==> src/rtl/pla_pkg.sv <==
// ----------------------------------------------------------------------------
// pla_pkg
// Shared types and constants of the piecewise linear arccos unit.
// ----------------------------------------------------------------------------
package pla_pkg;

  localparam int WORD_W  = 32;
  localparam int ANGLE_W = 24;
  localparam int SEG_W   = 5;
  localparam int IDX_W   = 5;
  localparam int PROD_W  = 49;
  localparam int ACC_W   = 34;
  localparam int FIN_W   = 35;

  localparam logic signed [ACC_W-1:0] PI_Q20    = 34'sd3294199;
  localparam logic signed [FIN_W-1:0] ANGLE_MAX = 35'sd8388607;
  localparam logic signed [FIN_W-1:0] ANGLE_MIN = -35'sd8388608;

  typedef enum logic {
    CMD_COMPUTE = 1'b0,
    CMD_WRITE   = 1'b1
  } pla_cmd_t;

  typedef struct packed {
    pla_cmd_t                  cmd;
    logic                      neg;
    logic [WORD_W-1:0]         mag;
    logic [SEG_W-1:0]          seg;
    logic                      wr_ok;
    logic [IDX_W-1:0]          idx;
    logic signed [WORD_W-1:0]  slope;
    logic signed [WORD_W-1:0]  icpt;
  } pla_item_t;

endpackage

==> src/rtl/pla_coefs.sv <==
// ----------------------------------------------------------------------------
// pla_coefs
// Slope and intercept register file, cleared at reset.
// ----------------------------------------------------------------------------
module pla_coefs import pla_pkg::*; #(
  parameter int ENTRIES = 21
) (
  input  logic                          clk,
  input  logic                          rst_n,
  input  logic                          we_i,
  input  logic [$clog2(ENTRIES)-1:0]    wr_idx_i,
  input  logic signed [WORD_W-1:0]      wr_slope_i,
  input  logic signed [WORD_W-1:0]      wr_icpt_i,
  input  logic [$clog2(ENTRIES)-1:0]    rd_idx_i,
  output logic signed [WORD_W-1:0]      rd_slope_o,
  output logic signed [WORD_W-1:0]      rd_icpt_o
);

  logic signed [WORD_W-1:0] slope_r [ENTRIES];
  logic signed [WORD_W-1:0] icpt_r  [ENTRIES];

  always_ff @(posedge clk) begin
    if (!rst_n) begin
      for (int i = 0; i < ENTRIES; i++) begin
        slope_r[i] <= '0;
        icpt_r[i]  <= '0;
      end
    end else if (we_i) begin
      slope_r[wr_idx_i] <= wr_slope_i;
      icpt_r[wr_idx_i]  <= wr_icpt_i;
    end
  end

  assign rd_slope_o = slope_r[rd_idx_i];
  assign rd_icpt_o  = icpt_r[rd_idx_i];

endmodule

==> config.mk <==
export PLATFORM = sky130hd
export DESIGN_NAME = pla_coefs
export DESIGN_NICKNAME = d
export VERILOG_FILES = /design/src/rtl/pla_pkg.sv /design/src/rtl/pla_coefs.sv
export SDC_FILE = /design/constraint.sdc
export NUM_CORES = 2
export LEC_CHECK = 0
export ABC_CLOCK_PERIOD_IN_PS = 11900
export BUFFER_PORTS_ARGS = -buffer_cell sky130_fd_sc_hd__buf_2
export CAP_MARGIN = 20
export CORE_MARGIN = 1.5
export CORE_UTILIZATION = 60
export CTS_CLUSTER_SIZE = 16
export DETAILED_ROUTE_END_ITERATION = 10
export PLACE_DENSITY = 0.77
export SLEW_MARGIN = 10
export SYNTH_ARGS = -nofsm -noshare
export SYNTH_HDL_FRONTEND = slang
export SYNTH_SLANG_ARGS = --single-unit
==> constraint.sdc <==
create_clock -name clk -period 11.9 [get_ports clk]
set_input_delay 2.38 -clock clk [delete_from_list [all_inputs] [get_ports clk]]
set_output_delay 2.38 -clock clk [all_outputs]
set_load 0.03 [all_outputs]
* Word-level counts from Yosys, hierarchy flattened
Memories as Yosys holds them, arrays and structs flattened.
Cells that the tools add are included.
** Word-level totals
- Flip-flop bits (word level) :: 0
- Latch bits :: 0
- Memory bits (writable) :: 1344
- Bits in read-only memories :: 0
- Bits of input ports :: 77
- Memories kept :: 2
** Operators by class
- $add $sub $neg :: 0
- Multipliers :: 0
- Divide/modulo/power cells :: 0
- Order comparisons :: 0
- Eq/ne operators :: 0
- Shifts and indexed selects :: 0
- Muxes and demuxes :: 10
- Bitwise gates (word level) :: 0
- Reductions and logical operators :: 2
** Memory list
- icpt_r :: depth 21, width 32, rd ports 1, clocked after Yosys merged registers in 0, write ports 21, RTL line pla_coefs.sv:20 : logic signed [WORD_W-1:0] icpt_r [ENTRIES];
- slope_r :: depth 21, width 32, rd ports 1, clocked after Yosys merged registers in 0, write ports 21, RTL line pla_coefs.sv:19 : logic signed [WORD_W-1:0] slope_r [ENTRIES];
** Operators by type and width (number)
- two-way mux 32 bit :: 2
- OR reduction 32 bit :: 2
- two-way mux 5 bit :: 2
- two-way mux 1 bit :: 6

* Logic depth before layout (Yosys ltp)
- Depth after elaboration :: 5
- Depth in mapped cells :: 9
- Depth with buffers taken out :: 4

* Worst setup path after synthesis
OpenSTA, ideal clock, no wires.
- Path kind :: input port to flip-flop
- From :: input wr_idx_i[1]
- To :: memory icpt_r[16][0], enable pin
- Setup time :: 0.574 ns
- Arrival time :: 7.547 ns
- Setup slack :: 3.778 ns
- Stages on the path :: 3
- Path buffers :: 1
- Path through :: or3_1 -> clkbuf_1 -> o21ai_0
** RTL lines
- start: declaration :: RTL line pla_coefs.sv:11 : input logic [$clog2(ENTRIES)-1:0] wr_idx_i,
- end: declaration :: RTL line pla_coefs.sv:20

* Worst setup path after layout
- From :: input rd_idx_i[0]
- To :: output rd_slope_o[22]
** On the way
- Cells in the longest elaborated chain, start to end :: 1
** Ends and longest elaborated chain
- start: declaration :: RTL line pla_coefs.sv:14 : input logic [$clog2(ENTRIES)-1:0] rd_idx_i,
- memory (21 x 32 bit)
- end: declaration :: RTL line pla_coefs.sv:15 : output logic signed [WORD_W-1:0] rd_slope_o,
Every way passes these cells.

==> reports/qor.yml <==
clocking:
  cts_buffers: 202
  cts_resized: 0
  cts.sinks: 2048
  root_buffer: "clkbuf_16"
  post_cts_buffers: 0
  clkTransAtPathRegs_ns: 0.06
  cts_tree: "yes"
  clockBufferDepth: 3
  cts-htree-levels: 4
  hold_buffers: 0
sta:
  rsz0062_at_grt: "no"
  worst_slew_pin_slew_ns: 1.18
  timing.final.max_slew_violations: 0
  fin_crit_sh: 0.676
  fin_crit_ns: 8.05
  slew_headroom: 0.211
  fin_tns_setup_ns: 0
  setup_viol: 0
  fmaxAchievable_mhz: 124
  hold_viol_final: 0
routing:
  wl_mm: 232
  drtIter0Drc: 7103
  antenna_left: 0
  first_pass_iters: 6
  wl_per_cell_um: 34.1
  vias: 45848
  viasPerCell: 6.74
  route.detailed.drc: 0
outcome:
  status: "complete, no violations"
setup_path:
  path_common_cell: "mux4_2"
  cp_slowest_cell: "buf_4"
  end_kind: "output pin"
  startpoint_type: "input port"
  required_ns: 9.52
  critPathMaxStageDelay_ns: 0.88
  path_cells: "buf_8, buf_4, mux4_2, mux4_2, mux2_2, buf_2"
  path_class: "input port to output pin"
  crit_fanout: 63
  critPathArrivalTime_ns: 5.67
synth:
  synth_area_leaders: "edfxtp_1 71%, mux4_2 16%, and2_1 9.7%"
  yosys.area.top_type: "edfxtp_1"
  async_reset_ff_frac: 0
  synth.distinct_cells: 29
  syn_nets: 4758
  yosysWarnings: 0
  synth_area_um2: 87200
  synth-seq-area-share: 0.705
  synth_edf_count: 2048
  yosys-top-cells-count: "2048 x edfxtp_1, 1345 x and2_1, 601 x mux4_2"
  syn_avg_cell_area_um2: 18.6
  yosys.cell_count.top_type: "edfxtp_1"
  synth_cells: 4681
  synthFlopType: "edfxtp_1"
  synth-seq-cells: 2048
  synth.top_cell.area_share: 0.705
final_layout:
  fin_nets: 4794
  utilization: 0.671
  area_growth_pct: 10.7
  drive_gt1_frac: 0.257
floorplan:
  die_h_um: 384
  die_w_um: 384
  ioPinCount: 141
  coreArea_um2: 144000
  start_util: 0.606
  rows: 139
  die_area_um2: 148000
placed_design:
  io_buffers: 140
  globalplace.congestion: 0.770
  dp_hpwl_mm: 118
global_routing:
  grt_pass1_vias: 46048
  grt_usage: 0.319
  antenna_found_initial: 35
  grt_max_degree: 134
  grt_pass1_wl_mm: 329
  grt_overflow: 0
power_and_ir_drop:
  p_leak_uw: 0.0321
  power_density_nw_per_um2: 162
  ir_drop_uv: 142
hold_path:
  holdPathStages: 1
  hold_path.class: "input port to flip-flop"
job:
  max_cap_violations: 0
[state kept, by name, indices dropped and copies added, names as in the netlist]
name,flops
icpt_r,1024
slope_r,1024
[cells in the final DEF (no fill, tap or decap), drive strengths merged, types with 2 or more instances in the layout]
cell type and count:
buf 252, mux4 601, nand2b 2, o22ai 22, o21ai 30, o211ai 6, clkinv 90, or3b 2
clkinvlp 5, a221oi 10, diode 18, nand3b 3, nand2 32, nor2 34, nor2b 2, edfxtp 2048
a22oi 6, o21a 7, or3 2, mux2 71, inv 8, clkbuf 245, mux2i 31, bufinv 21
nand4b 2, and2 1345
[layer usage]
metal	wire length (um)	vias to the layer above	track usage	share of wire
li1	-	18128	-	-
met2	111000	3338	0.505	0.48
met5	128	-	0	0.00055
met4	8300	22	0.111	0.036
met1	81900	23827	0.443	0.35
met3	30600	533	0.0730	0.13
[area by class of cell]
type	instances	area [um2]
Antenna cell	18	45.0
Inverter	1	3.75
Sequential cell	2048	61500
Fill cell	8975	47300
Clock inverter	123	1230
Tap cell	1903	2380
Multi-Input combinational cell	2212	24400
Clock buffer	245	5260
Timing Repair Buffer	252	1680
[report_power, final]
part           total (uW)  internal, uW  switching (uW)
clock                6280          3600            2680
combinational        1080           419             666
sequential           8280          8200            73.9
total               15600         12200            3420
[logic make-up (layout without fill, tap and decap cells)]
| family | Yosys count | in the layout | share of synthesized area |
|---|---|---|---|
| DFF | 2048 | 2048 | 0.705 |
| muxes | 703 | 703 | 0.168 |
| other | 0 | 18 | 0 |
| AOI/OAI and AO/OA | 82 | 82 | 0.00600 |
| and+or+nand+nor | 1427 | 1427 | 0.101 |
| buffers and inverters | 421 | 621 | 0.0201 |
[metrics by stage]
stage / power [uW] / std cells / setup slack, ns / cell area (um2) / hold WS, ns
2_1_floorplan: 9130 / 4681 / 3.78 / 87200 / 2.48
3_3_place_gp: 9470 / 6415 / 3.82 / 90000 / 2.85
3_5_place_dp: 9500 / 6415 / 3.80 / 90000 / 2.85
4_1_cts: 15700 / 6783 / 3.73 / 96400 / 1.96
5_1_grt: 16000 / 6788 / 3.63 / 96500 / 2.00
6_report: 15600 / 6802 / 3.85 / 96500 / 2.01
[final timing paths]
check / startpoint / to / slack (ns)
setup / recovery: rd_idx_i[0] / rd_slope_o[22] / 3.85
hold / removal: wr_icpt_i[25] / icpt_r[27][25] / 2.01
[critical path, delay by kind of cell]
kind                   cells  cell delay (ns)
buffers and inverters      3             1.68
multiplexers               3             1.47
(Power assumes the default switching activity.)
