$ cat config.mk
export PLATFORM = sky130hd
export DESIGN_NAME = pla_front_flat
export DESIGN_NICKNAME = d
export VERILOG_FILES = /design/src/rtl/pla_pkg.sv /design/src/rtl/pla_in_if.sv /design/src/rtl/pla_front.sv /design/src/flat_wrapper.sv
export SDC_FILE = /design/constraint.sdc
export NUM_CORES = 1
export LEC_CHECK = 0
export BUFFER_PORTS_ARGS = -buffer_cell sky130_fd_sc_hd__buf_4
export CAP_MARGIN = 20
export CELL_PAD_IN_SITES_DETAIL_PLACEMENT = 1
export CELL_PAD_IN_SITES_GLOBAL_PLACEMENT = 1
export CORE_MARGIN = 10
export CORE_UTILIZATION = 45
export CTS_CLUSTER_DIAMETER = 40
export DETAILED_ROUTE_END_ITERATION = 12
export GPL_TIMING_DRIVEN = 0
export PLACE_DENSITY = 0.82
export RECOVER_POWER = 25
export SKIP_CTS_REPAIR_TIMING = 1
export SLEW_MARGIN = 20
export SYNTH_ARGS = -nofsm -noshare
export SYNTH_HDL_FRONTEND = slang
export SYNTH_SLANG_ARGS = --single-unit
$ cat constraint.sdc
create_clock -name clk -period 7.1 [get_ports clk]
set_clock_uncertainty 0.15 [all_clocks]
set_input_delay 1.065 -clock clk [delete_from_list [all_inputs] [get_ports clk]]
set_output_delay 1.065 -clock clk [all_outputs]
set_load 0.01 [all_outputs]
$ cat src/rtl/pla_pkg.sv
// ----------------------------------------------------------------------------
// pla_pkg
// Shared types and constants of the piecewise linear arccos unit.
// ----------------------------------------------------------------------------
package pla_pkg;

  localparam int WORD_W  = 32;
  localparam int ANGLE_W = 24;
  localparam int SEG_W   = 5;
  localparam int IDX_W   = 5;
  localparam int PROD_W  = 49;
  localparam int ACC_W   = 34;
  localparam int FIN_W   = 35;

  localparam logic signed [ACC_W-1:0] PI_Q20    = 34'sd3294199;
  localparam logic signed [FIN_W-1:0] ANGLE_MAX = 35'sd8388607;
  localparam logic signed [FIN_W-1:0] ANGLE_MIN = -35'sd8388608;

  typedef enum logic {
    CMD_COMPUTE = 1'b0,
    CMD_WRITE   = 1'b1
  } pla_cmd_t;

  typedef struct packed {
    pla_cmd_t                  cmd;
    logic                      neg;
    logic [WORD_W-1:0]         mag;
    logic [SEG_W-1:0]          seg;
    logic                      wr_ok;
    logic [IDX_W-1:0]          idx;
    logic signed [WORD_W-1:0]  slope;
    logic signed [WORD_W-1:0]  icpt;
  } pla_item_t;

endpackage

$ cat src/rtl/pla_in_if.sv
// ----------------------------------------------------------------------------
// pla_in_if
// Input channel: command words with a cosine or one table entry.
// ----------------------------------------------------------------------------
interface pla_in_if import pla_pkg::*; ();

  logic                     valid;
  logic                     ready;
  logic                     command;
  logic signed [WORD_W-1:0] cos_value;
  logic [IDX_W-1:0]         entry_index;
  logic signed [WORD_W-1:0] slope_word;
  logic signed [WORD_W-1:0] intercept_word;

  modport source (
    output valid, command, cos_value, entry_index, slope_word, intercept_word,
    input  ready
  );

  modport sink (
    input  valid, command, cos_value, entry_index, slope_word, intercept_word,
    output ready
  );

endinterface

$ cat src/rtl/pla_front.sv
// ----------------------------------------------------------------------------
// pla_front
// Magnitude stage and segment search stage of the arccos pipeline.
// ----------------------------------------------------------------------------
module pla_front import pla_pkg::*; #(
  parameter int TABLE_ENTRIES = 21
) (
  input  logic       clk,
  input  logic       rst_n,
  input  logic       adv_i,
  pla_in_if.sink     in_ch,
  output logic       b_valid_o,
  output pla_item_t  b_item_o
);

  localparam int SHIFT = 30 - TABLE_ENTRIES;

  logic                     a_valid_r;
  pla_item_t                a_r;
  pla_item_t                a_nxt;
  logic                     b_valid_r;
  pla_item_t                b_r;
  pla_item_t                b_nxt;
  logic [29:0]              rem;
  logic [TABLE_ENTRIES-1:0] v;
  logic [SEG_W-1:0]         msb;

  assign in_ch.ready = adv_i;

  always_comb begin
    a_nxt       = '0;
    a_nxt.cmd   = pla_cmd_t'(in_ch.command);
    a_nxt.neg   = in_ch.cos_value[WORD_W-1];
    a_nxt.mag   = in_ch.cos_value[WORD_W-1] ? WORD_W'(-in_ch.cos_value)
                                             : WORD_W'(in_ch.cos_value);
    a_nxt.wr_ok = int'(in_ch.entry_index) < TABLE_ENTRIES;
    a_nxt.idx   = in_ch.entry_index;
    a_nxt.slope = in_ch.slope_word;
    a_nxt.icpt  = in_ch.intercept_word;
  end

  always_comb begin
    rem = 30'(0) - a_r.mag[29:0];
    v   = rem[29:SHIFT];
    msb = '0;
    for (int i = 0; i < TABLE_ENTRIES; i++) begin
      if (v[i]) begin
        msb = SEG_W'(i);
      end
    end
    b_nxt = a_r;
    if (a_r.mag == '0) begin
      b_nxt.seg = '0;
    end else if ((|a_r.mag[31:30]) || (v == '0)) begin
      b_nxt.seg = SEG_W'(TABLE_ENTRIES - 1);
    end else begin
      b_nxt.seg = SEG_W'(TABLE_ENTRIES - 1) - msb;
    end
  end

  always_ff @(posedge clk) begin
    if (!rst_n) begin
      a_valid_r <= 1'b0;
      b_valid_r <= 1'b0;
    end else if (adv_i) begin
      a_valid_r <= in_ch.valid;
      b_valid_r <= a_valid_r;
    end
  end

  always_ff @(posedge clk) begin
    if (adv_i) begin
      a_r <= a_nxt;
      b_r <= b_nxt;
    end
  end

  assign b_valid_o = b_valid_r;
  assign b_item_o  = b_r;

`ifndef NO_ASSERTIONS
  a_zero_seg: assert property (@(posedge clk) disable iff (!rst_n)
    adv_i && a_valid_r && a_r.cmd == CMD_COMPUTE && a_r.mag == '0
      |=> b_valid_r && b_r.seg == '0)
    else $error("zero magnitude must map to the first segment");

  a_unit_seg: assert property (@(posedge clk) disable iff (!rst_n)
    adv_i && a_valid_r && a_r.cmd == CMD_COMPUTE && (|a_r.mag[31:30])
      |=> b_valid_r && b_r.seg == SEG_W'(TABLE_ENTRIES - 1))
    else $error("magnitude at or above one must map to the last segment");
`endif

endmodule

$ cat src/flat_wrapper.sv
// flat-port wrapper written by rule: the top's interface ports become plain ports
module pla_front_flat import pla_pkg::*;
#(
  parameter int TABLE_ENTRIES = 21
)
  (clk, rst_n, adv_i, b_valid_o, b_item_o, in_ch_valid, in_ch_command, in_ch_cos_value, in_ch_entry_index, in_ch_slope_word, in_ch_intercept_word, in_ch_ready);
  pla_in_if in_ch_i ();
  input  logic clk;
  input  logic rst_n;
  input  logic adv_i;
  output logic b_valid_o;
  output pla_item_t b_item_o;
  input wire logic [$bits(in_ch_i.valid)-1:0] in_ch_valid;
  input wire logic [$bits(in_ch_i.command)-1:0] in_ch_command;
  input wire logic [$bits(in_ch_i.cos_value)-1:0] in_ch_cos_value;
  input wire logic [$bits(in_ch_i.entry_index)-1:0] in_ch_entry_index;
  input wire logic [$bits(in_ch_i.slope_word)-1:0] in_ch_slope_word;
  input wire logic [$bits(in_ch_i.intercept_word)-1:0] in_ch_intercept_word;
  output wire logic [$bits(in_ch_i.ready)-1:0] in_ch_ready;
  assign in_ch_i.valid = in_ch_valid;
  assign in_ch_i.command = in_ch_command;
  assign in_ch_i.cos_value = in_ch_cos_value;
  assign in_ch_i.entry_index = in_ch_entry_index;
  assign in_ch_i.slope_word = in_ch_slope_word;
  assign in_ch_i.intercept_word = in_ch_intercept_word;
  assign in_ch_ready = in_ch_i.ready;
  pla_front #(.TABLE_ENTRIES(TABLE_ENTRIES)) u_core (.clk(clk), .rst_n(rst_n), .adv_i(adv_i), .in_ch(in_ch_i), .b_valid_o(b_valid_o), .b_item_o(b_item_o));
endmodule
**Word-level counts from Yosys, hierarchy flattened**

Index checks and enable logic that the tools add are counted.

- Register bits after elaboration: 215
- Bits of input ports: 106
- Output and inout port bits: 111
- Word-level logic and storage cells: 50

- Add/subtract/negate cells: 3
- $lt $le $gt $ge: 1
- Mux-type cells: 22
- Reduce and logical (&&, ||, !) cells: 5

Operators by type and width:

| cell | number |
|---|---|
| 32-bit logical NOT | 1 |
| 4-bit two-way mux | 8 |
| 32-bit negator | 1 |
| 31-bit two-way mux | 1 |
| 5-bit two-way mux | 6 |
| 1-bit by 30-bit subtractor with 30-bit output, first input constant | 1 |
| 21-bit logical NOT | 1 |
| 3-bit two-way mux | 4 |
| 5-bit less-than comparator, second input constant | 1 |
| 5-bit subtractor, first input constant | 1 |
| 2-bit two-way mux | 2 |
| 2-bit OR reduction | 2 |
| 1-bit logical OR | 1 |
| 1-bit two-way mux | 1 |

**Logic depth before layout (Yosys ltp)**

- Depth after elaboration: 23
- Mapped depth: 13
- Mapped depth without buffers: 12

**Worst setup path after synthesis**

Ideal clock, no wire load.

- Path type: input -> register
- From: in in_ch_cos_value[13]
- To: reg u_core.a_r[104] in the netlist's numbering, data pin
- Library setup time: 0.258 ns
- Arrival: 2.991 ns
- Data required time: 6.692 ns
- Path slack: 3.701 ns
- Cell stages on the path: 7
- Buffers on the path: 0
- Cells stage by stage: or4_1 -> or2_1 -> or3_1 -> or3_4 -> nand2b_4 -> o31ai_4 -> xnor2_1

RTL lines:

| what | RTL line | RTL |
|---|---|---|
| start, declared | flat_wrapper.sv:15 | `input wire logic [$bits(in_ch_i.cos_value)-1:0] in_ch_cos_value;` |
| end signal, assigned | pla_front.sv:73 | `a_r <= a_nxt;` |
| end, declared | pla_front.sv:19 | `pla_item_t a_r;` |

**Final worst setup path**

- From: reg u_core.a_r[85] in the netlist's numbering
- To: reg u_core.b_r (netlist bit u_core.b_item_o[74]), data pin

- Cells in the longest elaborated chain, start to end: 23
- Elaborated cells between the ends (all ways): 26
- Those cells by class: add/sub (2); mux (21); reduce/logical (3)

Ends and longest elaborated chain:

| what | RTL line | RTL |
|---|---|---|
| 1-bit by 30-bit subtractor with 30-bit output | pla_front.sv:43 | `rem = 30'(0) - a_r.mag[29:0];` |
| 1-bit two-way mux | pla_front.sv:47 | `if (v[i]) begin` |
| 2-bit two-way mux (2 in a row) | pla_front.sv:47 |  |
| 3-bit two-way mux (4 in a row) | pla_front.sv:47 |  |
| 4-bit two-way mux (8 in a row) | pla_front.sv:47 |  |
| 5-bit two-way mux (5 in a row) | pla_front.sv:47 |  |
| 5-bit subtractor | pla_front.sv:57 | `b_nxt.seg = SEG_W'(TABLE_ENTRIES - 1) - msb;` |
| 5-bit two-way mux | pla_front.sv:54 | `end else if ((\|a_r.mag[31:30]) \|\| (v == '0)) begin` |
| end signal, assigned | pla_front.sv:74 | `b_r <= b_nxt;` |
| end, declared | pla_front.sv:22 | `pla_item_t b_r;` |

Several ways; a longest one is shown, not always the timed one.
A chain may end at the register's enable or synchronous reset.

==> impl_metrics.env <==
export IMPL_status="complete, no violations"
export IMPL_track_usage_pct=17.78
export IMPL_cts_root_buf="clkbuf_16"
export IMPL_antenna_found_initial=0
export IMPL_yosysMostFrequentCell="edfxtp_1"
export IMPL_fin_crit_sh_pct=54.16
export IMPL_wl_per_cell_um=23.30
export IMPL_netSwitchingPower_mw=0.7438
export IMPL_finalWirelength_um=21620
export IMPL_worst_slack_ns=3.255
export IMPL_cts_tree="yes"
export IMPL_synthToLayoutAreaGrowth_pct=36.95
export IMPL_leakagePower_nw=4.098
export IMPL_slew_violations=0
export IMPL_worst_ep_required_time_ns=7.21
export IMPL_tns_ns=0
export IMPL_placementRows=48
export IMPL_drtPass1Iterations=4
export IMPL_netlist_area_mm2=0.007999
export IMPL_yosysWarnings=0
export IMPL_drcViolationCount=0
export IMPL_crit_top_cell="a21oi_1"
export IMPL_grt_max_degree=117
export IMPL_htreeDepth=1
export IMPL_synth_flop_cell="edfxtp_1"
export IMPL_p_int_mw=2.596
export IMPL_critPathMaxStageDelay_ns=0.51
export IMPL_start_kind="register"
export IMPL_via_count=4854
export IMPL_synthCells=432
export IMPL_rsz0062_at_grt="no"
export IMPL_seqPwrFrac_pct=47.2
export IMPL_vias_per_cell=5.231
export IMPL_die_area_mm2=0.02351
export IMPL_critPathBufInv=1
export IMPL_clk_latency_ns=0.53
export IMPL_cts_buffers=30
export IMPL_tightest_slew_ns=0.7423
export IMPL_synth_edf_count=213
export IMPL_yosys_area_top_type="edfxtp_1"
export IMPL_dp_cells=874
export IMPL_clk_path_buf_depth=3
export IMPL_die_y_um=153.3
export IMPL_fin_nets=789
export IMPL_hp_class="reg -> reg"
export IMPL_yosys_top_cells_area="edfxtp_1, xnor2_1, nand2_1"
export IMPL_end_kind="register"
export IMPL_fmax_ghz=0.2600
export IMPL_synthArstFlopShare_pct=0
export IMPL_grt_ovfl_total=0
export IMPL_comb_power_share_pct=8.0
export IMPL_crit_path_cell_trace="nor3_1, nand4_1, o21a_1, o311ai_0, o21ai_0, o21ai_1, o2111ai_1, ha_1, inv_1, a21oi_1, a211oi_1, a21oi_1"
export IMPL_vdd_drop_max_mv=0.2727
export IMPL_synth_net_count=540
export IMPL_syn_avg_cell_area_um2=18.52
export IMPL_setup_viol=0
export IMPL_critPathSlowestCell="nor3_1"
export IMPL_min_period_ns=3.845
export IMPL_cp_top_family="compound AO/OA/AOI/OAI gates"
export IMPL_core_area_mm2=0.01736
export IMPL_portBuffers=216
export IMPL_criticalPathCategory="reg -> reg"
export IMPL_yosys_top_cells_count="edfxtp_1, xnor2_1, nand2_1"
export IMPL_ant_nets=0
export IMPL_ios=217
export IMPL_critPathMaxFanout=7
export IMPL_place_worst_setup_slack_ns=3.349
export IMPL_yosys_register_bits=215
export IMPL_relSlewSlack_pct=50.51
export IMPL_die_w_um=153.3
export IMPL_hold_violations=0
export IMPL_power_density_mw_per_mm2=304.9
export IMPL_synth_cell_types=66
export IMPL_drt_initial_drc_count=279
export IMPL_path_clk_slew_ns=0.06
export IMPL_grt_pass1_wl_um=32820
export IMPL_yosysSeqAreaShare_pct=80.46
export IMPL_yosysTopAreaCellShare_pct=79.96
export IMPL_cp_arrival_ns=3.95
export IMPL_gp_congestion=0.8644
export IMPL_initial_core_util_pct=46.09
export IMPL_drv_cap=0
export IMPL_cts_sinks=215
export IMPL_clockPowerShare_pct=44.8
export IMPL_first_global_vias=5276
export IMPL_netSwitchingFraction_pct=22.27
export IMPL_drive_gt1_share_pct=40.26
export IMPL_dp_hpwl_um=16010
export IMPL_n_antenna_cell=0
export IMPL_finalNonFillerCells=928
[layout by cell type (no fill, tap or decap), types with 8 or more instances in the layout]
cell       count
buf_4        186
clkbuf_1       8
clkbuf_16     31
clkbuf_4      30
edfxtp_1     213
nand2_1       21
nand3_1        8
nor2_1        12
o21ai_0       10
o31ai_1        9
or3_1          9
xnor2_1       31
[stage by stage]
| stage | hold slack, ns | total power [mW] | area (µm²) | utilization (%) |
|---|---|---|---|---|
| after global routing | 0.2665 | 3.469 | 10950 | 63.11 |
| final | 0.2562 | 3.340 | 10950 | 63.11 |
| after global placement | 0.2504 | 1.846 | 9902 | 57.05 |
| after CTS | 0.2590 | 3.377 | 10950 | 63.11 |
| after floorplan | 0.2503 | 1.672 | 7999 | - |
| after detailed placement | 0.2556 | 1.870 | 9937 | 57.25 |
[cell families (layout without fill, tap and decap cells)]
kind of cell	after synthesis	in the layout	share of synthesized area, %
AO/OA/AOI/OAI	61	61	5.929
XOR/XNOR	33	33	3.613
adder cells (fa/ha/maj)	2	2	0.3128
buffers and inverters	12	283	0.6101
flip-flops	215	215	80.46
multiplexers	2	2	0.2503
AND/OR/NAND/NOR	107	107	8.822
[registers in the layout, indices dropped and copies added (netlist names)]
| register | flops |
|---|---|
| u_core.a_valid_r | 1 |
| u_core.b_item_o | 109 |
| u_core.a_r | 104 |
| u_core.b_valid_o | 1 |
[area by class of cell]
type | count | area, µm²
Inverter | 7 | 26.28
Timing Repair Buffer | 217 | 1657
Sequential cell | 215 | 6436
Tap cell | 225 | 281.5
Clock inverter | 18 | 222.7
Multi-Input combinational cell | 205 | 1514
Clock buffer | 36 | 794.5
Fill cell | 1584 | 6402
Buffer | 5 | 22.52
[worst paths after layout]
check,end,startpoint,cells past startpoint,slack [ns]
setup / recovery,u_core.b_item_o[74]$_SDFFCE_PP0P_,u_core.a_r[85]$_DFFE_PP_,12,3.25
hold / removal,u_core.b_item_o[34]$_DFFE_PP_,u_core.a_r[34]$_DFFE_PP_,0,0.26
hold reg to reg,u_core.b_item_o[34]$_DFFE_PP_,u_core.a_r[34]$_DFFE_PP_,0,0.26
setup reg to reg,u_core.b_item_o[74]$_SDFFCE_PP0P_,u_core.a_r[85]$_DFFE_PP_,12,3.25
[power by group through the flow]
stage	Sequential, mW	Combinational [mW]	Clock, mW
global placement	1.59	0.254	0
finish	1.58	0.266	1.50
floorplan	1.60	0.0686	0
CTS	1.58	0.271	1.53
detailed placement	1.60	0.269	0
global route	1.59	0.287	1.59
[metal layers]
metal	vias to the layer above	global-route usage (%)	share of wire [%]
met5	-	0	0
met4	0	4.723	2.1
met3	37	5.219	8.3
met2	223	30.95	50
met1	2360	20.98	39
li1	2234	-	-
(Power assumes the default switching activity.)
