## src/rtl/pla_pkg.sv

```systemverilog
// ----------------------------------------------------------------------------
// pla_pkg
// Shared types and constants of the piecewise linear arccos unit.
// ----------------------------------------------------------------------------
package pla_pkg;

  localparam int WORD_W  = 32;
  localparam int ANGLE_W = 24;
  localparam int SEG_W   = 5;
  localparam int IDX_W   = 5;
  localparam int PROD_W  = 49;
  localparam int ACC_W   = 34;
  localparam int FIN_W   = 35;

  localparam logic signed [ACC_W-1:0] PI_Q20    = 34'sd3294199;
  localparam logic signed [FIN_W-1:0] ANGLE_MAX = 35'sd8388607;
  localparam logic signed [FIN_W-1:0] ANGLE_MIN = -35'sd8388608;

  typedef enum logic {
    CMD_COMPUTE = 1'b0,
    CMD_WRITE   = 1'b1
  } pla_cmd_t;

  typedef struct packed {
    pla_cmd_t                  cmd;
    logic                      neg;
    logic [WORD_W-1:0]         mag;
    logic [SEG_W-1:0]          seg;
    logic                      wr_ok;
    logic [IDX_W-1:0]          idx;
    logic signed [WORD_W-1:0]  slope;
    logic signed [WORD_W-1:0]  icpt;
  } pla_item_t;

endpackage

```

## src/rtl/pla_out_if.sv

```systemverilog
// ----------------------------------------------------------------------------
// pla_out_if
// Result channel: saturated angle and the segment used.
// ----------------------------------------------------------------------------
interface pla_out_if import pla_pkg::*; ();

  logic                      valid;
  logic                      ready;
  logic signed [ANGLE_W-1:0] angle;
  logic [SEG_W-1:0]          segment;

  modport source (
    output valid, angle, segment,
    input  ready
  );

  modport sink (
    input  valid, angle, segment,
    output ready
  );

endinterface

```

## src/rtl/pla_back.sv

```systemverilog
// ----------------------------------------------------------------------------
// pla_back
// Coefficient, multiply, sum and finish stages with the output register.
// ----------------------------------------------------------------------------
module pla_back import pla_pkg::*; (
  input  logic                     clk,
  input  logic                     rst_n,
  input  logic                     adv_i,
  input  logic                     in_valid_i,
  input  pla_item_t                item_i,
  input  logic signed [WORD_W-1:0] slope_i,
  input  logic signed [WORD_W-1:0] icpt_i,
  pla_out_if.source                out_ch
);

  logic                      c_valid_r;
  logic                      c_neg_r;
  logic [WORD_W-1:0]         c_mag_r;
  logic [SEG_W-1:0]          c_seg_r;
  logic signed [WORD_W-1:0]  c_slope_r;
  logic signed [WORD_W-1:0]  c_icpt_r;

  logic                      d_valid_r;
  logic                      d_neg_r;
  logic [SEG_W-1:0]          d_seg_r;
  logic signed [WORD_W-1:0]  d_icpt_r;
  logic signed [PROD_W-1:0]  d_plo_r;
  logic signed [PROD_W-1:0]  d_phi_r;
  logic signed [PROD_W-1:0]  d_plo_nxt;
  logic signed [PROD_W-1:0]  d_phi_nxt;

  logic                      e_valid_r;
  logic                      e_neg_r;
  logic [SEG_W-1:0]          e_seg_r;
  logic signed [ACC_W-1:0]   e_q_r;
  logic signed [ACC_W-1:0]   e_c_r;
  logic signed [63:0]        prod;
  logic signed [ACC_W-1:0]   e_c_nxt;

  logic                      out_valid_r;
  logic signed [ANGLE_W-1:0] angle_r;
  logic [SEG_W-1:0]          seg_r;
  logic signed [FIN_W-1:0]   ang;
  logic signed [ANGLE_W-1:0] angle_nxt;

  always_comb begin
    d_plo_nxt = $signed({1'b0, c_mag_r[15:0]}) * c_slope_r;
    d_phi_nxt = $signed({1'b0, c_mag_r[31:16]}) * c_slope_r;
  end

  always_comb begin
    prod    = (64'(d_phi_r) <<< 16) + 64'(d_plo_r);
    e_c_nxt = d_neg_r ? PI_Q20 - ACC_W'(d_icpt_r) : ACC_W'(d_icpt_r);
  end

  always_comb begin
    ang = e_neg_r ? FIN_W'(e_c_r) - FIN_W'(e_q_r) : FIN_W'(e_c_r) + FIN_W'(e_q_r);
    if (ang > ANGLE_MAX) begin
      angle_nxt = ANGLE_MAX[ANGLE_W-1:0];
    end else if (ang < ANGLE_MIN) begin
      angle_nxt = ANGLE_MIN[ANGLE_W-1:0];
    end else begin
      angle_nxt = ang[ANGLE_W-1:0];
    end
  end

  always_ff @(posedge clk) begin
    if (!rst_n) begin
      c_valid_r   <= 1'b0;
      d_valid_r   <= 1'b0;
      e_valid_r   <= 1'b0;
      out_valid_r <= 1'b0;
    end else if (adv_i) begin
      c_valid_r   <= in_valid_i;
      d_valid_r   <= c_valid_r;
      e_valid_r   <= d_valid_r;
      out_valid_r <= e_valid_r;
    end
  end

  always_ff @(posedge clk) begin
    if (adv_i) begin
      c_neg_r   <= item_i.neg;
      c_mag_r   <= item_i.mag;
      c_seg_r   <= item_i.seg;
      c_slope_r <= slope_i;
      c_icpt_r  <= icpt_i;
      d_neg_r   <= c_neg_r;
      d_seg_r   <= c_seg_r;
      d_icpt_r  <= c_icpt_r;
      d_plo_r   <= d_plo_nxt;
      d_phi_r   <= d_phi_nxt;
      e_neg_r   <= d_neg_r;
      e_seg_r   <= d_seg_r;
      e_q_r     <= prod[63:30];
      e_c_r     <= e_c_nxt;
      angle_r   <= angle_nxt;
      seg_r     <= e_seg_r;
    end
  end

  assign out_ch.valid   = out_valid_r;
  assign out_ch.angle   = angle_r;
  assign out_ch.segment = seg_r;

endmodule

```

## src/flat_wrapper.sv

```systemverilog
// flat-port wrapper written by rule: the top's interface ports become plain ports
module pla_back_flat import pla_pkg::*;
  (clk, rst_n, adv_i, in_valid_i, item_i, slope_i, icpt_i, out_ch_valid, out_ch_angle, out_ch_segment, out_ch_ready);
  pla_out_if out_ch_i ();
  input  logic clk;
  input  logic rst_n;
  input  logic adv_i;
  input  logic in_valid_i;
  input  pla_item_t item_i;
  input  logic signed [WORD_W-1:0] slope_i;
  input  logic signed [WORD_W-1:0] icpt_i;
  output wire logic [$bits(out_ch_i.valid)-1:0] out_ch_valid;
  output wire logic [$bits(out_ch_i.angle)-1:0] out_ch_angle;
  output wire logic [$bits(out_ch_i.segment)-1:0] out_ch_segment;
  input wire logic [$bits(out_ch_i.ready)-1:0] out_ch_ready;
  assign out_ch_valid = out_ch_i.valid;
  assign out_ch_angle = out_ch_i.angle;
  assign out_ch_segment = out_ch_i.segment;
  assign out_ch_i.ready = out_ch_ready;
  pla_back u_core (.clk(clk), .rst_n(rst_n), .adv_i(adv_i), .in_valid_i(in_valid_i), .item_i(item_i), .slope_i(slope_i), .icpt_i(icpt_i), .out_ch(out_ch_i));
endmodule
```

## config.mk

```make
export PLATFORM = sky130hd
export DESIGN_NAME = pla_back_flat
export DESIGN_NICKNAME = d
export VERILOG_FILES = /design/src/rtl/pla_pkg.sv /design/src/rtl/pla_out_if.sv /design/src/rtl/pla_back.sv /design/src/flat_wrapper.sv
export SDC_FILE = /design/constraint.sdc
export NUM_CORES = 2
export LEC_CHECK = 0
export BUFFER_PORTS_ARGS = -buffer_cell sky130_fd_sc_hd__buf_2
export CAP_MARGIN = 5
export CELL_PAD_IN_SITES_DETAIL_PLACEMENT = 1
export CELL_PAD_IN_SITES_GLOBAL_PLACEMENT = 1
export CORE_MARGIN = 4
export CORE_UTILIZATION = 50
export CTS_BUF_LIST = sky130_fd_sc_hd__clkbuf_4 sky130_fd_sc_hd__clkbuf_8
export DETAILED_ROUTE_END_ITERATION = 8
export PLACE_DENSITY = 0.83
export SETUP_SLACK_MARGIN = 0.15
export SYNTH_ARGS = -nofsm -noshare
export SYNTH_HDL_FRONTEND = slang
export SYNTH_SLANG_ARGS = --single-unit
```

## constraint.sdc

```tcl
create_clock -name clk -period 15.1 [get_ports clk]
set_input_delay 0 -clock clk [delete_from_list [all_inputs] [get_ports clk]]
set_output_delay 0 -clock clk [all_outputs]
set_load 0.005 [all_outputs]
```

---- Word level (Yosys, flattened, before mapping) ----
Cells that the tools add are included.
storage, ports and cells
  flip-flop bits (word level) ............. 344
  latch bits .............................. 0
  bits in writable memories ............... 0
  bits in read-only memories .............. 0
  input bits .............................. 178
  output and inout bits ................... 30
  word-level logic and storage cells ...... 31
  memories kept ........................... 0
operators by class
  add/sub/neg operators ................... 4
  $mul .................................... 2
  div/mod/pow operators ................... 0
  magnitude comparators ................... 2
  equality and inequality tests ........... 0
  shifts and indexed selects .............. 0
  multiplexer cells ....................... 3
  bitwise operators ....................... 0
  reductions and logical operators ........ 0
operator list
  cell                                                           count
  adder 64 x 49 -> 64 bit                                        1
  multiplier 17 x 32 -> 49 bit                                   1
  multiplier 17 x 32 -> 48 bit                                   1
  adder 34 x 34 -> 35 bit                                        1
  > comparator 35 x 24 -> 1 bit (second input constant)          1
  less-than comparator 35 x 24 -> 1 bit (second input constant)  1
  2-to-1 mux 35 bit                                              1
  subtractor 34 x 34 -> 35 bit                                   1
  2-to-1 mux 34 bit                                              1
  subtractor 23 x 32 -> 33 bit (first input constant)            1
  2-to-1 mux 24 bit                                              1

---- Longest topological paths before layout ----
  depth in word-level cells ............... 4
  mapped depth ............................ 26
  depth with buffers taken out ............ 25

---- Worst setup path after synthesis ----
Ideal clock, no wire load.
  path kind ............................... register to register
  start ................................... register u_core.c_mag_r[24]
  end ..................................... register u_core.d_phi_r[40], data pin
  setup time .............................. 260 ps
  data arrival time ....................... 6,328 ps
  data required time ...................... 14,840 ps
  path slack .............................. 8,512 ps
  cell stages (with the launch flop) ...... 25
  buffers on the path ..................... 1
  period minus slack after synthesis ...... 6,588 ps
  path through ............................ edfxtp_1 > clkbuf_1 > nand2_1 > fa_1 > inv_1 > fa_1 > inv_1 > fa_1 > inv_1 > fa_1 > fa_1 > inv_1 > fa_1 > inv_1 > ha_1 > a211oi_1 > nor2_1 > o41a_1 > a311o_1 > o21ai_0 > o21a_1 > a31oi_1 > a221o_1 > a21oi_1 > xnor2_1
on the way
  word-level cells in the longest chain between the ends .. 1
ends and longest elaborated chain
  item                          RTL line        text
  from (decl)                   pla_back.sv:18  logic [WORD_W-1:0] c_mag_r;
  from (signal assigned)        pla_back.sv:84  c_mag_r <= item_i.mag;
  multiplier 17 x 32 -> 48 bit  pla_back.sv:48  d_phi_nxt = $signed({1'b0, c_mag_r[31:16]}) * c_slope_r;
  net u_core.d_phi_nxt[40]      pla_back.sv:30  logic signed [PROD_W-1:0] d_phi_nxt;
  to (signal assigned)          pla_back.sv:92  d_phi_r <= d_phi_nxt;
  to (decl)                     pla_back.sv:28  logic signed [PROD_W-1:0] d_phi_r;
The timed path passes the listed nets, and every way through them passes these cells.
A chain may end at the register's enable or synchronous reset.

---- Worst setup path after layout ----
  start ................................... register u_core.c_mag_r[7]
  end ..................................... register u_core.d_plo_r[47], data pin
on the way
  word-level cells in the longest chain between the ends .. 1
ends and longest elaborated chain
  item                          RTL line        text
  multiplier 17 x 32 -> 49 bit  pla_back.sv:47  d_plo_nxt = $signed({1'b0, c_mag_r[15:0]}) * c_slope_r;
  net u_core.d_plo_nxt[47]      pla_back.sv:29  logic signed [PROD_W-1:0] d_plo_nxt;
  to (signal assigned)          pla_back.sv:91  d_plo_r <= d_plo_nxt;
  to (decl)                     pla_back.sv:27  logic signed [PROD_W-1:0] d_plo_r;
The timed path passes the listed nets, and every way through them passes these cells.

==> impl_metrics.prom <==
# TYPE chip_impl_metric gauge
chip_impl_info{name="status",value="completed"} 1
chip_impl_metric{name="synthesis.area",unit="um^2"} 50300
chip_impl_metric{name="half_perimeter_wire_length_after_placement",unit="um"} 108000
chip_impl_metric{name="syn_to_final_growth",unit="%"} 10.6
chip_impl_metric{name="grt_first_pass_wirelength",unit="um"} 237000
chip_impl_metric{name="gr-usage-all-layers",unit="%"} 28.5
chip_impl_metric{name="portBuffers",unit=""} 135
chip_impl_metric{name="totalNegativeSetupSlack",unit="ns"} 0
chip_impl_metric{name="htree_levels",unit=""} 2
chip_impl_info{name="synth_ff_type",value="edfxtp_1"} 1
chip_impl_info{name="most-common-layout-cells",value="inv_1 (1171), fa_1 (972), nand2_1 (638), and2_1 (467), edfxtp_1 (323)"} 1
chip_impl_metric{name="post_cts.resized_instances",unit=""} 0
chip_impl_info{name="holdCritPathClass",value="register to register"} 1
chip_impl_metric{name="gpl.final_weighted_congestion",unit=""} 0.879
chip_impl_metric{name="cap_violations",unit=""} 0
chip_impl_metric{name="met1Wirelength",unit="um"} 57100
chip_impl_info{name="r2r-end",value="u_core.d_plo_r[47]$_DFFE_PP_"} 1
chip_impl_metric{name="edff_count_synth",unit=""} 323
chip_impl_info{name="crit_path_kind",value="register to register"} 1
chip_impl_metric{name="netlist_instances",unit=""} 5081
chip_impl_metric{name="synth-async-reset-ratio",unit="%"} 0
chip_impl_metric{name="clock-sinks",unit=""} 327
chip_impl_metric{name="clkTransAtPathRegs",unit="ns"} 0.07
chip_impl_metric{name="final_global_route_overflow_total",unit=""} 0
chip_impl_metric{name="finalNetCount",unit=""} 6798
chip_impl_metric{name="die_height",unit="um"} 325
chip_impl_metric{name="fillers",unit=""} 11100
chip_impl_metric{name="ys_seq_area_share",unit="%"} 19.5
chip_impl_metric{name="timing.final.setup_violations",unit=""} 0
chip_impl_info{name="layout_commonest_cell",value="inv_1"} 1
chip_impl_metric{name="netlist-cell-type-count",unit=""} 77
chip_impl_metric{name="syn-mean-instance-area",unit="um^2"} 9.89
chip_impl_metric{name="yosysWarningCount",unit=""} 0
chip_impl_info{name="critical_path.startpoint",value="u_core.c_mag_r[7]$_DFFE_PP_"} 1
chip_impl_info{name="dr.max_layer_used",value="met5"} 1
chip_impl_metric{name="cts_setup_buffers",unit=""} 0
chip_impl_info{name="crit_path_start_kind",value="register"} 1
chip_impl_metric{name="drt-pass1-iter-count",unit=""} 8
chip_impl_info{name="worst_setup_path_end_kind",value="register"} 1
chip_impl_metric{name="r2r_slack",unit="ns"} 7.27
chip_impl_metric{name="dieWidth",unit="um"} 325
chip_impl_metric{name="slew_headroom",unit="%"} 15.5
chip_impl_metric{name="met3WireLength",unit="um"} 9290
chip_impl_info{name="min_from",value="u_core.c_icpt_r[1]$_DFFE_PP_"} 1
chip_impl_metric{name="cp_data_arrival_time",unit="ns"} 8.33
chip_impl_info{name="timing.rr.start",value="u_core.c_mag_r[7]$_DFFE_PP_"} 1
chip_impl_metric{name="slew_violations",unit=""} 0
chip_impl_metric{name="drt.antenna.violating_nets",unit=""} 0
chip_impl_metric{name="core_region_area",unit="um^2"} 100000
chip_impl_metric{name="fp.dieArea",unit="um^2"} 106000
chip_impl_metric{name="crit_share_post_route",unit="%"} 51.8
chip_impl_metric{name="fin_worst_skew",unit="ns"} 0.116
chip_impl_metric{name="drtIter0Drc",unit=""} 2021
chip_impl_metric{name="cts_made_buffers",unit=""} 60
chip_impl_metric{name="routed-via-count",unit=""} 36800
chip_impl_info{name="clock_tree_from_tritoncts",value="built"} 1
chip_impl_metric{name="initial_core_utilization",unit="%"} 50.3
chip_impl_metric{name="drive_gt1_share",unit="%"} 6.13
chip_impl_metric{name="grt_max_degree",unit=""} 123
chip_impl_info{name="setup_repair_after_global_routing_missed_its_margin",value="no"} 1
chip_impl_metric{name="wirelength_routed",unit="um"} 148000
chip_impl_metric{name="cell_rows",unit=""} 116
chip_impl_metric{name="insertion_delay",unit="ns"} 0.79
chip_impl_metric{name="yosys_register_bits",unit=""} 327
chip_impl_metric{name="route.met2.wl",unit="um"} 76200
chip_impl_metric{name="critical_path_maximum_fanout",unit=""} 32
chip_impl_metric{name="wl_per_cell",unit="um"} 22.1
chip_impl_info{name="cts_root_buffer",value="clkbuf_8"} 1
chip_impl_info{name="timing.hold.worst_endpoint",value="u_core.d_icpt_r[1]$_DFFE_PP_"} 1
chip_impl_metric{name="worstMarginPinSlew",unit="ns"} 1.27
chip_impl_metric{name="timing_hold_violations_final",unit=""} 0
chip_impl_metric{name="maximum_buffer_depth_of_the_clock_tree",unit=""} 3
chip_impl_metric{name="reg2regPathDepth",unit=""} 22
chip_impl_metric{name="antenna_found_initial",unit=""} 16
chip_impl_metric{name="top_level_i_o_count",unit=""} 208
chip_impl_metric{name="finalCriticalPeriod",unit="ns"} 7.83
chip_impl_metric{name="vias_in_the_first_global_route",unit=""} 43500
chip_impl_metric{name="vias_per_cell",unit=""} 5.50
chip_impl_metric{name="number_of_cells_traversed_by_the_worst_hold_path",unit=""} 0
chip_impl_metric{name="detail_route.drc_violations",unit=""} 0
chip_impl_metric{name="net_count_after_synthesis",unit=""} 6542
chip_impl_metric{name="cp_data_required_time",unit="ns"} 15.60
chip_impl_metric{name="fmaxAchievable",unit="GHz"} 0.128
## state kept, by name (all words and copies together) (netlist names), 5 cells and up
name and flops:
u_core.c_slope_r 32, u_core.c_icpt_r 32, u_core.d_seg_r 5, u_core.d_plo_r 33, u_core.c_mag_r 32, u_core.e_q_r 34
u_core.e_seg_r 5, u_core.c_seg_r 5, u_core.out_ch.angle 24, u_core.d_icpt_r 32, u_core.e_c_r 33, u_core.out_ch.segment 5
u_core.d_phi_r 48
## Yosys cell counts (4+ instances only)
| master | instances | area (um^2) |
|---|---|---|
| a211oi_1 | 13 | 97.6 |
| a21o_1 | 90 | 676 |
| a21oi_1 | 135 | 676 |
| a221oi_1 | 4 | 35.0 |
| a31o_2 | 5 | 43.8 |
| a31oi_1 | 22 | 138 |
| a41oi_1 | 8 | 70.1 |
| and2_1 | 467 | 2920 |
| and3_1 | 17 | 106 |
| and4_1 | 4 | 35.0 |
| buf_1 | 4 | 15.0 |
| clkbuf_1 | 206 | 773 |
| dfxtp_1 | 4 | 80.1 |
| edfxtp_1 | 323 | 9700 |
| fa_1 | 972 | 19500 |
| ha_1 | 311 | 3890 |
| inv_1 | 1171 | 4400 |
| mux2i_1 | 7 | 70.1 |
| nand2_1 | 638 | 2390 |
| nand2b_1 | 25 | 156 |
| nand3_1 | 36 | 180 |
| nand4_1 | 22 | 138 |
| nor2_1 | 84 | 315 |
| nor2b_1 | 19 | 119 |
| nor3_1 | 32 | 160 |
| nor4_1 | 4 | 25.0 |
| o2111ai_1 | 5 | 43.8 |
| o211ai_1 | 12 | 90.1 |
| o21a_1 | 18 | 135 |
| o21ai_0 | 73 | 365 |
| o21ai_1 | 19 | 95.1 |
| o21bai_1 | 12 | 90.1 |
| o31ai_1 | 9 | 67.6 |
| o41ai_1 | 4 | 35.0 |
| or2_2 | 8 | 50.1 |
| or3_1 | 10 | 62.6 |
| or4_1 | 9 | 67.6 |
| xnor2_1 | 155 | 1360 |
| xor2_1 | 59 | 517 |
## what timing repair did
action / 4_1_cts / 5_1_grt
endpoints found under the setup margin: 0 / 0
hold buffers: 209 / 0
endpoints found under the hold margin: 226 / 0
## per-layer routing
layer | vias to the layer above | global-route usage [%]
li1 | 15900 | -
met1 | 19200 | 34.6
met2 | 1234 | 51.5
met3 | 396 | 4.31
met4 | 8 | 10.6
met5 | - | 0
## kinds of logic (layout without fill, tap and decap cells)
logic type                 count (synthesis)  count (layout)  synth area share, %
and+or+nand+nor                         1390            1390                 13.6
DFF                                      327             327                 19.5
buffers and inverters                   1386            1686                 10.4
adders and majority gates               1283            1283                 46.4
muxes                                      7               7                0.139
AOI/OAI and AO/OA                        473             473                 6.18
xor gates and xnor gates                 215             215                 3.76
other                                      0               8                    0
## how the worst max path moves through the flow
| stage | depth (start not counted) | slack, ns | endpoint |
|---|---|---|---|
| 6_report | 22 | 7.27 | u_core.d_plo_r[47]$_DFFE_PP_ |
| 5_1_grt | 22 | 7.05 | u_core.d_plo_r[47]$_DFFE_PP_ |
| 4_1_cts | 22 | 7.37 | u_core.d_phi_r[41]$_DFFE_PP_ |
| 3_5_place_dp | 22 | 7.38 | u_core.d_plo_r[47]$_DFFE_PP_ |
| 3_3_place_gp | 22 | 7.48 | u_core.d_phi_r[41]$_DFFE_PP_ |
| 2_1_floorplan | 24 | 8.51 | u_core.d_phi_r[40]$_DFFE_PP_ |
## worst max-delay path: stages, from the launching register on
cell and delay (ns):
edfxtp_1 1.13, and2_1 0.26, fa_1 0.41, inv_1 0.12, fa_1 0.48, fa_1 0.55
inv_1 0.06, fa_1 0.54, fa_1 0.55, inv_1 0.06, fa_1 0.47, inv_1 0.04
ha_1 0.34, and4_1 0.26, nand2_1 0.07, a211oi_1 0.23, a21boi_0 0.49, nand4bb_1 0.29
nand3_1 0.21, o31ai_1 0.38, and3_1 0.31, or2_2 0.17, o311ai_0 0.12
## stage by stage
| step | std cells | util, % | worst slack, ns | hold slack, ns | area, um^2 |
|---|---|---|---|---|---|
| detailed placement | 6364 | 52.3 | 7.38 | 0.178 | 52300 |
| finish | 6687 | 55.6 | 7.27 | 0.341 | 55600 |
| global placement | 6364 | 52.3 | 7.48 | 0.176 | 52300 |
| CTS | 6679 | 55.6 | 7.37 | 0.346 | 55600 |
| floorplan | 5081 | - | 8.51 | 0.0989 | 50300 |
| global route | 6682 | 55.6 | 7.05 | 0.350 | 55600 |
## final cells by class
cell class                 instances  area (um^2)  share of cell area, %
inverter                        1171         4400                   7.91
antenna                            8         20.0                 0.0360
clock inverter                    29          280                  0.504
timing repair buffer             409         3270                   5.87
clock buffer                      77          953                   1.71
tap                             1298         1620                   2.92
sequential                       327         9780                   17.6
multi-input combinational       3368        35300                   63.5
Power is not shown: default switching activity piles up to over one toggle a cycle in this logic, so the estimate is an artifact.
